--- src/rtl/cpfb_pkg.sv ---
// ----------------------------------------------------------------------------
// CoAP PUT frame builder package
// Shared request, response and queue entry types and the fixed message bytes.
// ----------------------------------------------------------------------------
`default_nettype none

package cpfb_pkg;

   localparam logic FUNC_START = 1'b0;
   localparam logic FUNC_DATA  = 1'b1;

   localparam logic [1:0] SEG_URI     = 2'd0;
   localparam logic [1:0] SEG_QUERY   = 2'd1;
   localparam logic [1:0] SEG_QUERY2  = 2'd2;
   localparam logic [1:0] SEG_PAYLOAD = 2'd3;

   localparam logic [7:0] HDR_VER_TYPE   = 8'b0101_0000;
   localparam logic [7:0] HDR_CODE_PUT   = 8'b0000_0011;
   localparam logic [7:0] OPT_URI_PATH   = 8'hB0;
   localparam logic [7:0] OPT_URI_QUERY  = 8'h40;
   localparam logic [7:0] OPT_QUERY_NEXT = 8'h00;
   localparam logic [7:0] OPT_EXT_LEN    = 8'h0D;
   localparam logic [7:0] PAYLOAD_MARKER = 8'hFF;
   localparam logic [8:0] SHORT_LEN_MAX  = 9'd12;
   localparam logic [8:0] EXT_LEN_BIAS   = 9'd13;
   localparam logic [8:0] EXT_LEN_MAX    = 9'd268;

   typedef struct packed {
      logic       func;
      logic [1:0] segment;
      logic [8:0] segment_length;
      logic [7:0] data_byte;
   } req_type;

   typedef struct packed {
      logic [7:0] out_byte;
      logic       last_byte;
   } rsp_type;

   typedef struct packed {
      logic        hdr;
      logic [15:0] msg_id;
      logic [7:0]  first_byte;
      logic [7:0]  second_byte;
      logic        two;
      logic        last;
   } job_type;

endpackage

`default_nettype wire

--- src/rtl/cpfb_front.sv ---
// ----------------------------------------------------------------------------
// CoAP PUT frame builder front end
// Accepts requests, tracks message and payload state and queues byte jobs.
// ----------------------------------------------------------------------------
`default_nettype none

module cpfb_front (
   input  wire logic             clock,
   input  wire logic             reset,
   input  wire logic             req_valid,
   output logic                  req_stall,
   input  wire cpfb_pkg::req_type req_payload,
   input  wire logic             q_full,
   output logic                  push,
   output cpfb_pkg::job_type     push_job
);
   import cpfb_pkg::*;

   logic [15:0] msg_id_ff, msg_id_in;
   logic [8:0]  remaining_ff, remaining_in;
   logic        in_payload_ff, in_payload_in;
   logic        accept;
   logic        has_job;
   logic [8:0]  len;
   logic [8:0]  rem_dec;
   logic [7:0]  ext_len;
   logic        short_len;
   logic [7:0]  opt_base;
   job_type     job;

   assign req_stall = q_full;
   assign accept    = req_valid && !q_full;
   assign len       = req_payload.segment_length;
   assign short_len = (len <= SHORT_LEN_MAX);
   assign rem_dec   = (remaining_ff != 9'd0) ? remaining_ff - 9'd1 : remaining_ff;

   always_comb begin
      logic [8:0] diff;
      diff    = len - EXT_LEN_BIAS;
      ext_len = (len > EXT_LEN_MAX) ? 8'hFF : diff[7:0];
   end

   always_comb begin
      msg_id_in        = msg_id_ff;
      remaining_in     = remaining_ff;
      in_payload_in    = in_payload_ff;
      has_job          = 1'b1;
      opt_base         = OPT_URI_PATH;
      job.hdr          = 1'b0;
      job.msg_id       = msg_id_ff;
      job.first_byte   = req_payload.data_byte;
      job.second_byte  = ext_len;
      job.two          = 1'b0;
      job.last         = 1'b0;
      if (req_payload.func == FUNC_DATA) begin
         if (in_payload_ff) begin
            remaining_in = rem_dec;
            if (rem_dec == 9'd0) begin
               job.last      = 1'b1;
               in_payload_in = 1'b0;
            end
         end
      end else begin
         remaining_in  = 9'd0;
         in_payload_in = 1'b0;
         case (req_payload.segment)
            SEG_URI: begin
               msg_id_in  = msg_id_ff + 16'd1;
               job.hdr    = 1'b1;
               job.msg_id = msg_id_in;
               opt_base   = OPT_URI_PATH;
            end
            SEG_QUERY: begin
               opt_base = OPT_URI_QUERY;
            end
            SEG_QUERY2: begin
               opt_base = OPT_QUERY_NEXT;
               has_job  = (len != 9'd0);
            end
            default: begin
               opt_base = PAYLOAD_MARKER;
               if (len != 9'd0) begin
                  remaining_in  = len;
                  in_payload_in = 1'b1;
               end else begin
                  job.last = 1'b1;
               end
            end
         endcase
         if (req_payload.segment == SEG_PAYLOAD) begin
            job.first_byte = PAYLOAD_MARKER;
         end else if (short_len) begin
            job.first_byte = opt_base | len[7:0];
         end else begin
            job.first_byte = opt_base | OPT_EXT_LEN;
            job.two        = 1'b1;
         end
      end
   end

   assign push     = accept && has_job;
   assign push_job = job;

   always_ff @(posedge clock) begin
      if (reset) begin
         msg_id_ff     <= '0;
         remaining_ff  <= '0;
         in_payload_ff <= 1'b0;
      end else if (accept) begin
         msg_id_ff     <= msg_id_in;
         remaining_ff  <= remaining_in;
         in_payload_ff <= in_payload_in;
      end
   end

endmodule

`default_nettype wire

--- src/rtl/cpfb_queue.sv ---
// ----------------------------------------------------------------------------
// CoAP PUT frame builder job queue
// A short first-in first-out queue that decouples the front and back ends.
// ----------------------------------------------------------------------------
`default_nettype none

module cpfb_queue #(
   parameter int DEPTH = 4
) (
   input  wire logic              clock,
   input  wire logic              reset,
   input  wire logic              push,
   input  wire cpfb_pkg::job_type push_job,
   input  wire logic              pop,
   output logic                   head_valid,
   output cpfb_pkg::job_type      head_job,
   output logic                   q_full
);
   import cpfb_pkg::*;

   localparam int PW = (DEPTH > 1) ? $clog2(DEPTH) : 1;
   localparam int CW = $clog2(DEPTH + 1);

   job_type         entries_ff [DEPTH];
   logic [PW-1:0]   wr_ptr_ff, wr_ptr_in;
   logic [PW-1:0]   rd_ptr_ff, rd_ptr_in;
   logic [CW-1:0]   count_ff, count_in;

   assign head_valid = (count_ff != '0);
   assign q_full     = (count_ff == CW'(DEPTH));
   assign head_job   = entries_ff[rd_ptr_ff];

   always_comb begin
      wr_ptr_in = wr_ptr_ff;
      rd_ptr_in = rd_ptr_ff;
      count_in  = count_ff;
      if (push) begin
         wr_ptr_in = (wr_ptr_ff == PW'(DEPTH - 1)) ? '0 : wr_ptr_ff + PW'(1);
      end
      if (pop) begin
         rd_ptr_in = (rd_ptr_ff == PW'(DEPTH - 1)) ? '0 : rd_ptr_ff + PW'(1);
      end
      if (push && !pop) begin
         count_in = count_ff + CW'(1);
      end else if (pop && !push) begin
         count_in = count_ff - CW'(1);
      end
   end

   always_ff @(posedge clock) begin
      if (reset) begin
         wr_ptr_ff <= '0;
         rd_ptr_ff <= '0;
         count_ff  <= '0;
      end else begin
         wr_ptr_ff <= wr_ptr_in;
         rd_ptr_ff <= rd_ptr_in;
         count_ff  <= count_in;
      end
   end

   always_ff @(posedge clock) begin
      if (push) begin
         entries_ff[wr_ptr_ff] <= push_job;
      end
   end

endmodule

`default_nettype wire

--- src/rtl/cpfb_back.sv ---
// ----------------------------------------------------------------------------
// CoAP PUT frame builder back end
// Expands queued jobs into message bytes and holds them in the output register.
// ----------------------------------------------------------------------------
`default_nettype none

module cpfb_back (
   input  wire logic              clock,
   input  wire logic              reset,
   input  wire logic              head_valid,
   input  wire cpfb_pkg::job_type head_job,
   output logic                   pop,
   output logic                   rsp_valid,
   input  wire logic              rsp_stall,
   output cpfb_pkg::rsp_type      rsp_payload
);
   import cpfb_pkg::*;

   localparam logic [2:0] IDX_VER    = 3'd0;
   localparam logic [2:0] IDX_CODE   = 3'd1;
   localparam logic [2:0] IDX_ID_HI  = 3'd2;
   localparam logic [2:0] IDX_ID_LO  = 3'd3;
   localparam logic [2:0] IDX_FIRST  = 3'd4;
   localparam logic [2:0] IDX_SECOND = 3'd5;

   logic [2:0] step_ff, step_in;
   logic       rsp_valid_ff, rsp_valid_in;
   rsp_type    rsp_ff, rsp_in;
   logic [2:0] idx;
   logic       out_free;
   logic       emit;
   logic       final_byte;
   logic [7:0] cur_byte;

   assign out_free   = !rsp_valid_ff || !rsp_stall;
   assign emit       = head_valid && out_free;
   assign idx        = head_job.hdr ? step_ff : step_ff + IDX_FIRST;
   assign final_byte = (idx == IDX_SECOND) || ((idx == IDX_FIRST) && !head_job.two);
   assign pop        = emit && final_byte;

   always_comb begin
      case (idx)
         IDX_VER:    cur_byte = HDR_VER_TYPE;
         IDX_CODE:   cur_byte = HDR_CODE_PUT;
         IDX_ID_HI:  cur_byte = head_job.msg_id[15:8];
         IDX_ID_LO:  cur_byte = head_job.msg_id[7:0];
         IDX_FIRST:  cur_byte = head_job.first_byte;
         default:    cur_byte = head_job.second_byte;
      endcase
   end

   always_comb begin
      step_in      = step_ff;
      rsp_in       = rsp_ff;
      rsp_valid_in = out_free ? emit : rsp_valid_ff;
      if (emit) begin
         step_in          = final_byte ? 3'd0 : step_ff + 3'd1;
         rsp_in.out_byte  = cur_byte;
         rsp_in.last_byte = final_byte && head_job.last;
      end
   end

   always_ff @(posedge clock) begin
      if (reset) begin
         step_ff      <= '0;
         rsp_valid_ff <= 1'b0;
      end else begin
         step_ff      <= step_in;
         rsp_valid_ff <= rsp_valid_in;
      end
   end

   always_ff @(posedge clock) begin
      rsp_ff <= rsp_in;
   end

   assign rsp_valid   = rsp_valid_ff;
   assign rsp_payload = rsp_ff;

endmodule

`default_nettype wire

--- src/rtl/coap_put_frame_builder_core.sv ---
// ----------------------------------------------------------------------------
// CoAP PUT frame builder core
// A request is accepted into the job queue, and its first byte is then expanded
// by the back end and registered in the output register.
// Data requests sustain one byte per cycle while the output is not stalled; a uri
// start yields five or six output bytes, an option one or two and a marker one.
// Reset clears the message ID, the payload state, the job queue and rsp_valid.
// ----------------------------------------------------------------------------
`default_nettype none

module coap_put_frame_builder_core #(
   parameter int QUEUE_DEPTH = 4
) (
   input  wire logic              clock,
   input  wire logic              reset,
   input  wire logic              req_valid,
   output logic                   req_stall,
   input  wire cpfb_pkg::req_type req_payload,
   output logic                   rsp_valid,
   input  wire logic              rsp_stall,
   output cpfb_pkg::rsp_type      rsp_payload
);
   import cpfb_pkg::*;

   logic    push;
   job_type push_job;
   logic    pop;
   logic    head_valid;
   job_type head_job;
   logic    q_full;

   cpfb_front u_front (
      .clock       (clock),
      .reset       (reset),
      .req_valid   (req_valid),
      .req_stall   (req_stall),
      .req_payload (req_payload),
      .q_full      (q_full),
      .push        (push),
      .push_job    (push_job)
   );

   cpfb_queue #(
      .DEPTH (QUEUE_DEPTH)
   ) u_queue (
      .clock      (clock),
      .reset      (reset),
      .push       (push),
      .push_job   (push_job),
      .pop        (pop),
      .head_valid (head_valid),
      .head_job   (head_job),
      .q_full     (q_full)
   );

   cpfb_back u_back (
      .clock       (clock),
      .reset       (reset),
      .head_valid  (head_valid),
      .head_job    (head_job),
      .pop         (pop),
      .rsp_valid   (rsp_valid),
      .rsp_stall   (rsp_stall),
      .rsp_payload (rsp_payload)
   );

endmodule

`default_nettype wire

--- config.mk ---
export PLATFORM = sky130hd
export DESIGN_NAME = coap_put_frame_builder_core
export DESIGN_NICKNAME = d
export VERILOG_FILES = /design/src/rtl/cpfb_pkg.sv /design/src/rtl/cpfb_front.sv /design/src/rtl/cpfb_queue.sv /design/src/rtl/cpfb_back.sv /design/src/rtl/coap_put_frame_builder_core.sv
export SDC_FILE = /design/constraint.sdc
export NUM_CORES = 1
export LEC_CHECK = 0
export BUFFER_PORTS_ARGS = -buffer_cell sky130_fd_sc_hd__buf_2
export CORE_MARGIN = 2
export CORE_UTILIZATION = 45
export DETAILED_ROUTE_END_ITERATION = 10
export GPL_ROUTABILITY_DRIVEN = 0
export SYNTH_ARGS = -nofsm -noshare
export SYNTH_HDL_FRONTEND = slang
export SYNTH_SLANG_ARGS = --single-unit
--- constraint.sdc ---
create_clock -name clock -period 2.9 [get_ports clock]
set_input_delay 0.58 -clock clock [delete_from_list [all_inputs] [get_ports clock]]
set_output_delay 0.58 -clock clock [all_outputs]
set_load 0.03 [all_outputs]
==> flow_metrics.env <==
export IMPL_syn_area_um2=8390
export IMPL_holdBufCountCts=0
export IMPL_multi_input_area_um2=2910
export IMPL_dp_hpwl_mm=11.2
export IMPL_cp_start_kind="flip-flop"
export IMPL_core_area_um2=18100
export IMPL_dieArea_um2=19700
export IMPL_totalWireLength_mm=16.9
export IMPL_regArea_um2=5260
export IMPL_ant_nets=0
export IMPL_crit_required_ns=3.14
export IMPL_grt_max_degree=38
export IMPL_status="finished, final reports clean"
export IMPL_fin_cells=890
export IMPL_power_total_uw=7830
export IMPL_grt_overflow_total=0
export IMPL_nFillCells=1522
export IMPL_relSlewSlack_pct=51.3
export IMPL_portBuffers=34
export IMPL_die_w_um=141
export IMPL_grt_pass1_wl_mm=27.1
export IMPL_drive_gt1_share_pct=18.6
export IMPL_synth_seq_area_share_pct=62.6
export IMPL_numCtsBuffers=17
export IMPL_viasPerCell=5.59
export IMPL_fmax_ghz=0.367
export IMPL_grtUsageMet1_pct=25.0
export IMPL_utilization_pct=52.3
export IMPL_netlist_instances=610
export IMPL_fin_skew_ns=0.00975
export IMPL_critical_path_class="flip-flop to flip-flop"
export IMPL_r2r_slack_ns=0.17
export IMPL_dp_cells=857
export IMPL_hold_viol=0
export IMPL_vias=4972
export IMPL_area_delta_synth_final_pct=13.2
export IMPL_path_clk_slew_ns=0.07
export IMPL_die_h_um=141
export IMPL_tightest_slew_ns=0.728
export IMPL_grtUsageMet2_pct=29.0
export IMPL_synthFlopType="edfxtp_1"
export IMPL_period_share_pct=94.0
export IMPL_leakage_uw=0.00331
export IMPL_drt_pass1_iterations=5
export IMPL_start_util_pct=46.2
export IMPL_antenna_found_initial=0
export IMPL_wl_per_cell_um=19.0
export IMPL_met3_usage_pct=4.21
export IMPL_cp_end_kind="flip-flop"
export IMPL_final_common_cell="edfxtp_1"
export IMPL_rows=49
export IMPL_track_usage_pct=18.0
export IMPL_drv_slew=0
export IMPL_layout_common_cells="edfxtp_1 (149), nor2_1 (49), nand2_1 (38), dfxtp_1 (38), mux4_2 (35)"
export IMPL_cts_sinks=188
export IMPL_cts_max_level=4
export IMPL_hold_slack_ns=0.406
export IMPL_ios=35
export IMPL_clock_path_buffers=2
export IMPL_setup_ws_ns=0.173
export IMPL_grt_busiest_layer="met2"
export IMPL_worstHoldPathType="primary input to flip-flop"
export IMPL_synth_edf_count=149
export IMPL_cts_tree="built"
export IMPL_drc=0
export IMPL_final_setup_viol_count=0
export IMPL_synth_nets=653
export IMPL_grt_pass1_vias=5001
export IMPL_peakVddDrop_mv=0.581
export IMPL_critPathArrivalTime_ns=2.96
export IMPL_crit_fanout=10
export IMPL_synth_seq_cells=188
export IMPL_diodes=0
export IMPL_period_minus_slack_ns=2.73
export IMPL_powerDensity_nw_per_um2=825
export IMPL_syn_avg_cell_area_um2=13.8
export IMPL_cts_root_buf="clkbuf_16"
export IMPL_async_reset_ff_share_pct=0
export IMPL_fin_nets=691
export IMPL_yosys_warnings=0
export IMPL_initialDrtViolationCount=300
export IMPL_insertion_delay_ns=0.42
export IMPL_pre_cts_ws_ns=0.126
export IMPL_yosysUniqueCellTypes=55
export IMPL_drv_cap=0
==> where the power goes <==
group	total (uW)	switching, uW	internal [uW]
combinational	2010	1170	837
clock	2380	1010	1380
sequential	3440	136	3300
total	7830	2310	5510
==> cell families (layout without fill, tap and decap cells) <==
family          count (synthesis)  after routing  share of synthesized area (%)
simple gates                  196            196                           11.7
flops                         188            188                           62.6
buf+inv                        56            107                           2.77
compound gates                 66             66                           5.22
xor+xnor                       40             40                           4.18
fa+ha+maj                      19             19                           2.92
mux                            45             45                           10.6
==> worst max-delay path, cell delays in order, from the launching register on <==
cell     delay, ns
dfxtp_1       0.36
inv_1         0.11
ha_1          0.34
or3b_1        0.48
o21a_1        0.22
o32a_1        0.30
or4_1         0.55
o21ai_1       0.17
==> through the flow <==
step	cell area [um^2]	TNS [ns]
CTS	9490	0
global placement	8880	0
floorplan	8390	0
finish	9490	0
global route	9490	-0.000430
detailed placement	8880	0
==> cells in the mapped netlist, drive strengths merged, types with 4 or more instances <==
| master | number | area share (%) |
|---|---|---|
| or3 | 6 | 0.45 |
| xor2 | 28 | 2.9 |
| nor3b | 4 | 0.36 |
| nor2b | 11 | 0.82 |
| a221oi | 8 | 0.84 |
| buf | 16 | 0.98 |
| xnor2 | 12 | 1.3 |
| o21ai | 13 | 0.78 |
| mux2i | 9 | 1.1 |
| and2 | 7 | 0.52 |
| ha | 18 | 2.7 |
| dfxtp | 39 | 9.3 |
| nand2b | 11 | 0.82 |
| mux4 | 35 | 9.4 |
| nand3 | 25 | 1.5 |
| nor2 | 50 | 2.3 |
| nand4 | 9 | 0.67 |
| a21oi | 19 | 1.1 |
| nand2 | 38 | 1.7 |
| edfxtp | 149 | 53 |
| clkbuf | 16 | 0.72 |
| nor3 | 20 | 1.2 |
| inv | 24 | 1.1 |
==> registers in the layout, summed over array words and instances, names as in the netlist, named ones only <==
name                   cells
u_queue.entries_ff       140
u_front.msg_id_ff         16
u_back.rsp_payload         9
u_front.remaining_ff       9
u_back.step_ff             3
u_queue.count_ff           3
u_queue.rd_ptr_ff          2
u_queue.wr_ptr_ff          2
u_back.rsp_valid           1
u_front.in_payload_ff      1
==> layout make-up <==
cell class              instances  share of cell area, %
clock buffers                  18                   4.52
clock inverters                14                   1.87
inverters                      24                  0.949
multi-input cells             366                   30.6
flip-flops and latches        188                   55.4
well taps                     229                   3.02
repair buffers                 51                   3.66
==> routing by layer <==
layer	vias up	wire, um	part of all wire, %
met1	2481	7890	47
met5	-	0	0
met4	0	163	0.96
li1	2361	-	-
met3	9	736	4.4
met2	121	8120	48
==> worst paths after layout <==
kind / start / endpoint / depth (start not counted)
max: u_front.remaining_ff[0] / u_queue.entries_ff[0][0] / 7
min reg2reg: u_back.rsp_valid / u_back.rsp_valid / 2
min: rsp_stall / u_back.rsp_valid / 3
max reg2reg: u_front.remaining_ff[0] / u_queue.entries_ff[0][0] / 7
==> repair_timing <==
action / CTS / global route
buffers inserted: 0 / 1
endpoints found under the hold margin: 0 / 0
setup endpoints to repair: 0 / 1
gates resized for setup: 0 / 0
(Power assumes the default switching activity.)
